--- src/pal_pkg.sv ---
package pal_pkg;

  localparam int unsigned CAPACITY    = 1024;
  localparam int unsigned ENTRY_WIDTH = 32;

  localparam int unsigned ADDR_W   = $clog2(CAPACITY);
  localparam int unsigned COUNT_W  = 11;
  localparam int unsigned OPCODE_W = 3;
  localparam int unsigned POS_W    = 11;
  localparam int unsigned DATA_W   = 32;
  localparam int unsigned STATUS_W = 2;

  localparam int unsigned IN_TDATA_BITS  = POS_W + DATA_W;
  localparam int unsigned IN_TDATA_W     = ((IN_TDATA_BITS + 7) / 8) * 8;
  localparam int unsigned OUT_TDATA_BITS = DATA_W + COUNT_W;
  localparam int unsigned OUT_TDATA_W    = ((OUT_TDATA_BITS + 7) / 8) * 8;

  localparam logic [COUNT_W-1:0] CAPACITY_CNT = COUNT_W'(CAPACITY);

  typedef enum logic [OPCODE_W-1:0] {
    OP_INS_HEAD = 3'd0,
    OP_INS_TAIL = 3'd1,
    OP_INS_POS  = 3'd2,
    OP_REM_HEAD = 3'd3,
    OP_REM_TAIL = 3'd4,
    OP_REM_POS  = 3'd5,
    OP_READ_POS = 3'd6
  } opcode_e;

  typedef enum logic [STATUS_W-1:0] {
    STAT_OK    = 2'd0,
    STAT_FULL  = 2'd1,
    STAT_EMPTY = 2'd2,
    STAT_RANGE = 2'd3
  } status_e;

  typedef enum logic [2:0] {
    S_IDLE,
    S_SHIFT,
    S_DRAIN,
    S_PUT,
    S_DONE
  } state_e;

  typedef struct packed {
    opcode_e             opcode;
    logic [POS_W-1:0]    position;
    logic [DATA_W-1:0]   entry_in;
  } req_t;

  typedef struct packed {
    logic [DATA_W-1:0]   entry_out;
    status_e             status;
    logic [COUNT_W-1:0]  count;
  } res_t;

  typedef struct packed {
    logic                   we;
    logic [ADDR_W-1:0]      waddr;
    logic [ENTRY_WIDTH-1:0] wdata;
    logic [ADDR_W-1:0]      raddr;
  } mem_req_t;

endpackage

--- src/pal_ctrl.sv ---
module pal_ctrl (
  input  logic                            clk_i,
  input  logic                            rst_ni,
  input  logic                            req_valid_i,
  output logic                            req_ready_o,
  input  pal_pkg::req_t                   req_i,
  output logic                            res_valid_o,
  input  logic                            res_ready_i,
  output pal_pkg::res_t                   res_o,
  output pal_pkg::mem_req_t               mem_o,
  input  logic [pal_pkg::ENTRY_WIDTH-1:0] mem_rdata_i
);
  import pal_pkg::*;

  state_e                 state_q, state_d;
  logic [COUNT_W-1:0]     count_q, count_d;
  logic [ADDR_W-1:0]      ptr_q, ptr_d;
  logic [ADDR_W-1:0]      end_q, end_d;
  logic [ADDR_W-1:0]      at_q, at_d;
  logic                   up_q, up_d;
  logic                   ins_q, ins_d;
  logic [ENTRY_WIDTH-1:0] val_q, val_d;
  logic [DATA_W-1:0]      entry_q, entry_d;
  status_e                status_q, status_d;
  logic                   stg_valid_q, stg_valid_d;
  logic [ADDR_W-1:0]      stg_addr_q, stg_addr_d;

  logic [COUNT_W-1:0]     pos_ext;
  logic [COUNT_W-1:0]     at_ins;
  logic [COUNT_W-1:0]     at_rem;

  assign pos_ext = COUNT_W'(req_i.position);

  always_comb begin
    case (req_i.opcode)
      OP_INS_HEAD: at_ins = '0;
      OP_INS_TAIL: at_ins = count_q;
      default:     at_ins = pos_ext;
    endcase
    case (req_i.opcode)
      OP_REM_HEAD: at_rem = '0;
      OP_REM_TAIL: at_rem = count_q - COUNT_W'(1);
      default:     at_rem = pos_ext;
    endcase
  end

  always_ff @(posedge clk_i or negedge rst_ni) begin
    if (!rst_ni) begin
      state_q     <= S_IDLE;
      count_q     <= '0;
      stg_valid_q <= 1'b0;
    end else begin
      state_q     <= state_d;
      count_q     <= count_d;
      stg_valid_q <= stg_valid_d;
    end
  end

  always_ff @(posedge clk_i) begin
    ptr_q      <= ptr_d;
    end_q      <= end_d;
    at_q       <= at_d;
    up_q       <= up_d;
    ins_q      <= ins_d;
    val_q      <= val_d;
    entry_q    <= entry_d;
    status_q   <= status_d;
    stg_addr_q <= stg_addr_d;
  end

  always_comb begin
    state_d     = state_q;
    count_d     = count_q;
    ptr_d       = ptr_q;
    end_d       = end_q;
    at_d        = at_q;
    up_d        = up_q;
    ins_d       = ins_q;
    val_d       = val_q;
    entry_d     = entry_q;
    status_d    = status_q;
    stg_valid_d = 1'b0;
    stg_addr_d  = stg_addr_q;
    req_ready_o = 1'b0;
    res_valid_o = 1'b0;
    mem_o.we    = 1'b0;
    mem_o.waddr = stg_addr_q;
    mem_o.wdata = mem_rdata_i;
    mem_o.raddr = ptr_q;

    // read data from the previous cycle moves one slot, or is the taken entry
    if (stg_valid_q) begin
      if (!up_q) begin
        mem_o.we    = 1'b1;
        mem_o.waddr = stg_addr_q + ADDR_W'(1);
      end else if (stg_addr_q == at_q) begin
        entry_d = DATA_W'(mem_rdata_i);
      end else begin
        mem_o.we    = 1'b1;
        mem_o.waddr = stg_addr_q - ADDR_W'(1);
      end
    end

    case (state_q)
      S_IDLE: begin
        req_ready_o = 1'b1;
        if (req_valid_i) begin
          entry_d  = '0;
          status_d = STAT_OK;
          state_d  = S_DONE;
          val_d    = ENTRY_WIDTH'(req_i.entry_in);
          case (req_i.opcode)
            OP_INS_HEAD, OP_INS_TAIL, OP_INS_POS: begin
              if (count_q == CAPACITY_CNT) begin
                status_d = STAT_FULL;
              end else if (at_ins > count_q) begin
                status_d = STAT_RANGE;
              end else begin
                count_d = count_q + COUNT_W'(1);
                at_d    = at_ins[ADDR_W-1:0];
                ins_d   = 1'b1;
                up_d    = 1'b0;
                ptr_d   = ADDR_W'(count_q - COUNT_W'(1));
                end_d   = at_ins[ADDR_W-1:0];
                state_d = (at_ins == count_q) ? S_PUT : S_SHIFT;
              end
            end
            OP_REM_HEAD, OP_REM_TAIL, OP_REM_POS, OP_READ_POS: begin
              if (count_q == '0) begin
                status_d = STAT_EMPTY;
              end else if (at_rem >= count_q) begin
                status_d = STAT_RANGE;
              end else begin
                at_d    = at_rem[ADDR_W-1:0];
                ptr_d   = at_rem[ADDR_W-1:0];
                up_d    = 1'b1;
                ins_d   = 1'b0;
                state_d = S_SHIFT;
                if (req_i.opcode == OP_READ_POS) begin
                  end_d = at_rem[ADDR_W-1:0];
                end else begin
                  end_d   = ADDR_W'(count_q - COUNT_W'(1));
                  count_d = count_q - COUNT_W'(1);
                end
              end
            end
            default: begin
              status_d = STAT_OK;
            end
          endcase
        end
      end
      S_SHIFT: begin
        mem_o.raddr = ptr_q;
        stg_valid_d = 1'b1;
        stg_addr_d  = ptr_q;
        if (ptr_q == end_q) begin
          state_d = S_DRAIN;
        end else if (up_q) begin
          ptr_d = ptr_q + ADDR_W'(1);
        end else begin
          ptr_d = ptr_q - ADDR_W'(1);
        end
      end
      S_DRAIN: begin
        state_d = ins_q ? S_PUT : S_DONE;
      end
      S_PUT: begin
        mem_o.we    = 1'b1;
        mem_o.waddr = at_q;
        mem_o.wdata = val_q;
        state_d     = S_DONE;
      end
      S_DONE: begin
        res_valid_o = 1'b1;
        if (res_ready_i) begin
          state_d = S_IDLE;
        end
      end
      default: begin
        state_d = S_IDLE;
      end
    endcase
  end

  assign res_o.entry_out = entry_q;
  assign res_o.status    = status_q;
  assign res_o.count     = count_q;

endmodule

--- config.mk ---
export PLATFORM = sky130hd
export DESIGN_NAME = pal_ctrl
export DESIGN_NICKNAME = d
export VERILOG_FILES = /design/src/pal_pkg.sv /design/src/pal_ctrl.sv
export SDC_FILE = /design/constraint.sdc
export NUM_CORES = 1
export LEC_CHECK = 0
export BUFFER_PORTS_ARGS = -buffer_cell sky130_fd_sc_hd__buf_2
export CAP_MARGIN = 40
export CORE_MARGIN = 3
export CORE_UTILIZATION = 50
export DETAILED_ROUTE_END_ITERATION = 8
export PLACE_DENSITY = 0.83
export SYNTH_ARGS = -nofsm -noshare
export SYNTH_HDL_FRONTEND = slang
export SYNTH_SLANG_ARGS = --single-unit
--- constraint.sdc ---
create_clock -name clk_i -period 5 [get_ports clk_i]
set_clock_uncertainty 0.15 [all_clocks]
set_input_delay 1 -clock clk_i [delete_from_list [all_inputs] [get_ports clk_i]]
set_output_delay 1 -clock clk_i [all_outputs]
set_load 0.02 [all_outputs]
After elaboration in Yosys (flattened, before gate mapping)
Cells that the tools add are included.
Operators by class
  add/sub/neg operators: 6
  $mul: 0
  divide/modulo/power cells: 0
  magnitude comparators: 2
  eq/ne operators: 28
  shifts and indexed selects: 0
  multiplexer cells: 62
  bitwise logic cells: 0
  reduce and logical (&&, ||, !) cells: 12
Operator list (count)
  2-to-1 mux 32 bit: 5
  2-to-1 mux 10 bit: 12
  2-to-1 mux 11 bit: 8
  one-hot mux 10 bit (2 select lines): 4
  one-hot mux 11 bit (2 select lines): 3
  2-to-1 mux 43 bit: 1
  2-to-1 mux 3 bit: 8
  adder 10 x 1 -> 10 bit, second input constant: 2
  equality test 10 bit: 2
  subtractor 10 x 1 -> 10 bit, second input constant: 2
  inequality test 2 bit, second input constant: 9
  AND reduction 8 bit: 2
  one-hot mux 3 bit (5 select lines): 1
  equality test 3 x 2 -> 1 bit, second input constant: 4
  equality test 3 bit, second input constant: 4
  inequality test 3 bit, second input constant: 4
  adder 11 x 1 -> 11 bit, second input constant: 1
  equality test 11 bit: 1
  equality test 11 bit, second input constant: 1
  >= comparator 11 bit: 1
  greater-than comparator 11 bit: 1
  zero test 11 bit: 1
  2-to-1 mux 1 bit: 11
  subtractor 11 x 1 -> 11 bit, second input constant: 1
  13 further kinds: 21
Word-level totals
  register bits after elaboration: 123
  bits in latches: 0
  bits in writable memories: 0
  bits in read-only memories: 0
  bits of input ports: 82
  output and inout bits: 100
  word-level logic and storage cells: 122
  memories kept: 0

Longest topological paths before layout
  depth after elaboration: 9
  mapped depth: 16
  mapped depth without buffers: 15

Worst setup path after synthesis
OpenSTA, ideal clock, no wires.
  path type: input port to flip-flop
  start point: input req_i[45] in the netlist's numbering
  end point: register at_q[0] (enable)
  setup time: 377 ps
  arrival: 4300 ps
  data required time: 4473 ps
  path slack: 173 ps
  cell stages on the path: 14
  buffers on the path: 3
  cells stage by stage: clkbuf_1 -> nand2b_1 -> clkbuf_1 -> clkbuf_1 -> nand2_1 -> a211oi_1 -> ha_1 -> a21o_1 -> a21oi_1 -> o31ai_1 -> a21o_1 -> maj3_1 -> a211o_1 -> inv_1
On the way
  longest elaborated chain between the ends: 5
  elaborated cells on any way between the ends: 19
  classes of those cells: 2 x order compare; 10 x eq/ne; 2 x mux; 5 x reduce/logical
RTL lines
  from (decl): RTL line pal_ctrl.sv:6  | input pal_pkg::req_t req_i,
  equality test 3 bit (tied with other cells): RTL line pal_ctrl.sv:40, pal_ctrl.sv:112
  one-hot mux 11 bit (2 select lines) (on tied branches): RTL line pal_ctrl.sv:40, pal_ctrl.sv:35
  >= comparator 11 bit or greater-than comparator 11 bit (tied branches): RTL line pal_ctrl.sv:131, pal_ctrl.sv:116
  inequality test 2 bit (no line)
  AND reduction 7 bit (no line) *
  to (signal assigned): RTL line pal_ctrl.sv:62  | at_q <= at_d;
  to (decl): RTL line pal_ctrl.sv:19  | logic [ADDR_W-1:0] at_q, at_d;
Mark *: on every way between the ends. The rest lies on a longest branch, timed or not.
A chain may end at the register's enable or synchronous reset.

Final worst setup path
  start point: register count_q[1]
  end point: register end_q[2] (enable)
On the way
  longest elaborated chain between the ends: 5
  elaborated cells on any way between the ends: 12
  classes of those cells: 1 x add/sub; 2 x order compare; 5 x eq/ne; 2 x mux; 2 x reduce/logical
RTL lines
  from (decl): RTL line pal_ctrl.sv:16  | logic [COUNT_W-1:0] count_q, count_d;
  from (signal assigned): RTL line pal_ctrl.sv:54  | count_q <= count_d;
  subtractor 11 x 1 -> 11 bit: RTL line pal_ctrl.sv:42  | OP_REM_TAIL: at_rem = count_q - COUNT_W'(1);
  one-hot mux 11 bit (2 select lines): RTL line pal_ctrl.sv:40  | case (req_i.opcode)
  >= comparator 11 bit: RTL line pal_ctrl.sv:131  | end else if (at_rem >= count_q) begin
  inequality test 2 bit (no line)
  AND reduction 7 bit (no line) *
  to (signal assigned): RTL line pal_ctrl.sv:61  | end_q <= end_d;
  to (decl): RTL line pal_ctrl.sv:18  | logic [ADDR_W-1:0] end_q, end_d;
Marks and branches as above.

==> results.md <==
- Status: complete, no violations
- Achievable Freq: between 200 and 250 MHz
- TritonCTS Sinks: between 100 and 150
- Critical path class: flop to flop
- Fillers: approximately 1200
- Top Family by Delay on Critical Path: compound AO/OA/AOI/OAI gates
- I/O pin count: 182
- Diodes inserted: 0
- Clock tree buffer depth: 2
- Share of post-route cells with drive strength above 1: around 29%
- Final hold violation count: 0
- Antenna Nets Post-Route: 0
- Post-synth EDFFs: 76
- Drt via density: just under 6
- Die height: between 100 and 150 um
- WHS: 298 ps
- Net Count, Synth: 928
- Placer Congestion: 1.00
- Post-synthesis adder-cell area fraction: about 6.0%
- Fin crit share: 94.5%
- Pwr/cell area: between 500 and 600 nW/um2
- Crit path launch type: flop
- Critical Path AT: between 4000 and 5000 ps
- Chip width: approximately 130 um
- Max Cap Viol: 0
- Starting Density: between 50% and 60%
- Most used DFF post-synth: edfxtp_1
- Final setup viols: 0
- Largest area contributor in the netlist: edfxtp_1
- Total grt overflow: 0
- Critical Path End Type: flop
- Most frequent cells in the layout: buf_2, nand2_1, edfxtp_1, a21oi_1, nor2_1
- CP bufs+invs: 3
- Mux share of post-synthesis cell area: between 5 and 6%
- # Post-CTS Setup Buffers: 0
- Crit-path slowest cell: dfrtp_1
- Reg2reg start: count_q[1]
- Minimum clock period: between 4000 and 5000 ps
- Leakage: ~3.9 nW
- Slowest stage delay, CP: about 470 ps
- Initial antenna violation count: 0
- Worst Tran Pin Value: around 810 ps
- Register area share after synthesis: 43.4%
- Clock H-tree levels: 4
- Iter 0 DRT Violations: between 900 and 1000
- Internal reg-to-reg setup slack: roughly 280 ps
- Reg clk slew, reported paths: roughly 70 ps
- RSZ-0062 raised after global routing: no
- Full die area: 16700 um2
- Via Count: approximately 6900
- Routed WL: roughly 22000 um
- Post-synthesis simple-gate area fraction: around 16%
- Hold Path Class: flop to flop
- Area of the core: between 10000 and 15000 um2
- Drt drc: 0
- Largest cells by area after synthesis: edfxtp_1, dfxtp_1, nand2_1
- Peak VDD IR: approximately 0.32 mV
- Largest family of logic cells by synthesized area: compound AO/OA/AOI/OAI gates
- FF+latch count, synth: about 120
- Mean area per synthesized cell: roughly 9.4 um2
- CP Max Fanout: 22
- Max-slew headroom: 45.6%
- Post-synthesis async set-or-reset flop share: about an eighth
- Pre-antenna DRT Iters: 5
- CTS Hold Buffers Added: 0
- Hold endpoint: entry_q[13]
- Area of the multi-input gates: ~4000 um2
- Most common cell after layout, fill and taps aside: buf_2
- Register Area: roughly 3300 um2
- Area growth syn-to-layout: 22.6%
- Pins Over Slew Limit: 0
- Total track usage: ~26%
- CTS Root Cell: clkbuf_16
- Crit-path cells: inv_1 -> ha_1 -> or3b_4 -> nor3_4 -> xnor2_2 -> nor3_1 -> a211oi_1 -> ha_1 -> a21o_1 -> a221oi_1 -> o21ai_0 -> a21o_1 -> maj3_1 -> a211o_1 -> inv_1 -> buf_12
- Syn Inst Count: slightly above 800
- Site Rows: 44
- Nets: 1097
- Synth Area in Compound Gates: between 10% and 20%
- CTS tree: done
- YS warnings: 0
- Clock Latency Late Sink: between 400 and 500 ps
- Setup TNS: 0 ps
- Min-delay src: entry_q[13]
- Port bufs: ~180
- Post-synth top area share: roughly 30%
- WHS Path Cells: 2
- Post-synthesis cell area: approximately 7600 um2
- Netlist cell types: 63
- Hpwl dp: ~16000 um
- Total CTS buffers: 17
- CP required: 4970 ps
- First-pass GRT wire length: ~34000 um
- Reg2Reg Capture Point: end_q[2]
- Xor and xnor fraction of the mapped netlist area: roughly 7%
- R2R cell count: 16
- Vias in the first global route: 6426
- DR WL/cell: 18.7 um
- Largest net degree at the start of global routing: between 60 and 70
## metal layers
layer	track usage (%)	vias to the layer above	wire length (um)	part of all wire, %
met5	0	-	0	0
met4	9.94	0	577	2.6
met3	6.35	49	1910	8.7
met2	41.2	341	10700	49
met1	34.1	3251	8840	40
li1	-	3301	-	-
## repair_timing
item,4_1_cts,5_1_grt
resized for setup,0,3
endpoints found under the hold margin,0,0
endpoints found under the setup margin,0,32
## area by class of cell
cell class | count | share of cell area (%)
Clock buffer | 17 | 4.57
Multi-Input combinational cell | 609 | 42.9
Timing Repair Buffer | 203 | 12.0
Inverter | 26 | 1.05
Sequential cell | 123 | 35.4
Clock inverter | 15 | 1.57
Tap cell | 184 | 2.47
## tightest hold or removal path: stages, from the launching register on
cell	delay (ps)
dfxtp_1	300
nand2_1	50
a21oi_1	50
## worst max path at each step
stage / start / endpoint / slack [ps] / cells after the start
floorplan: req_i[45] / at_q[0] / 170 / 14
global placement: count_q[1] / ptr_q[0] / 300 / 15
detailed placement: count_q[1] / ptr_q[3] / 130 / 15
CTS: count_q[1] / ptr_q[7] / 60 / 15
global route: count_q[1] / end_q[5] / 10 / 16
finish: count_q[1] / end_q[2] / 280 / 16
## cell families (layout without fill, tap and decap cells)
| logic type | count (synthesis) | after routing |
|---|---|---|
| AND/OR/NAND/NOR | 270 | 270 |
| AO/OA/AOI/OAI | 204 | 204 |
| adder cells (fa/ha/maj) | 36 | 36 |
| flip-flops | 123 | 123 |
| buffers and inverters | 79 | 261 |
| XOR/XNOR | 60 | 60 |
| multiplexers | 39 | 39 |
## state kept, by name, indices dropped and copies added (netlist names)
name         flops
entry_q         32
val_q           32
count_q         11
at_q            10
end_q           10
ptr_q           10
stg_addr_q      10
state_q          3
status_q         2
ins_q            1
stg_valid_q      1
up_q             1
## synthesized netlist by cell type, types with 3 or more instances
cell      number
a211o_1        4
a211oi_1      10
a21o_1         8
a21oi_1       73
a221oi_1      13
a22oi_1        6
a31oi_1        7
and3_1         5
buf_1          3
buf_2         10
clkbuf_1      37
clkinv_1       3
dfrtp_1       15
dfxtp_1       32
edfxtp_1      76
ha_1          34
inv_1         23
mux2_2        39
nand2_1      135
nand2b_1       8
nand3_1       13
nand4_1       11
nor2_1        46
nor2b_1        5
nor3_1        21
nor4_1         6
o211ai_1       3
o21a_1         4
o21ai_0       30
o22ai_1       10
o311ai_0       4
o31ai_1       15
o41ai_1        3
or3_1          5
xnor2_1       44
xor2_1        16
## metrics by stage
step	instance area, um2	total power [W]	std cells	worst slack, ps	util (%)
floorplan	7590	0.00326	811	173	-
global placement	8690	0.00390	1143	296	59.1
detailed placement	8720	0.00395	1145	130	59.3
CTS	9300	0.00516	1177	65.0	63.2
global route	9310	0.00550	1177	10.5	63.3
finish	9310	0.00518	1177	276	63.3
## where the power goes
group	internal (W)	leakage (nW)	switching, W
logic	0.000865	2.47	0.00141
clock network	0.000661	0.276	0.000526
registers	0.00142	1.14	0.000297
total	0.00295	3.88	0.00223
(Power assumes the default switching activity.)
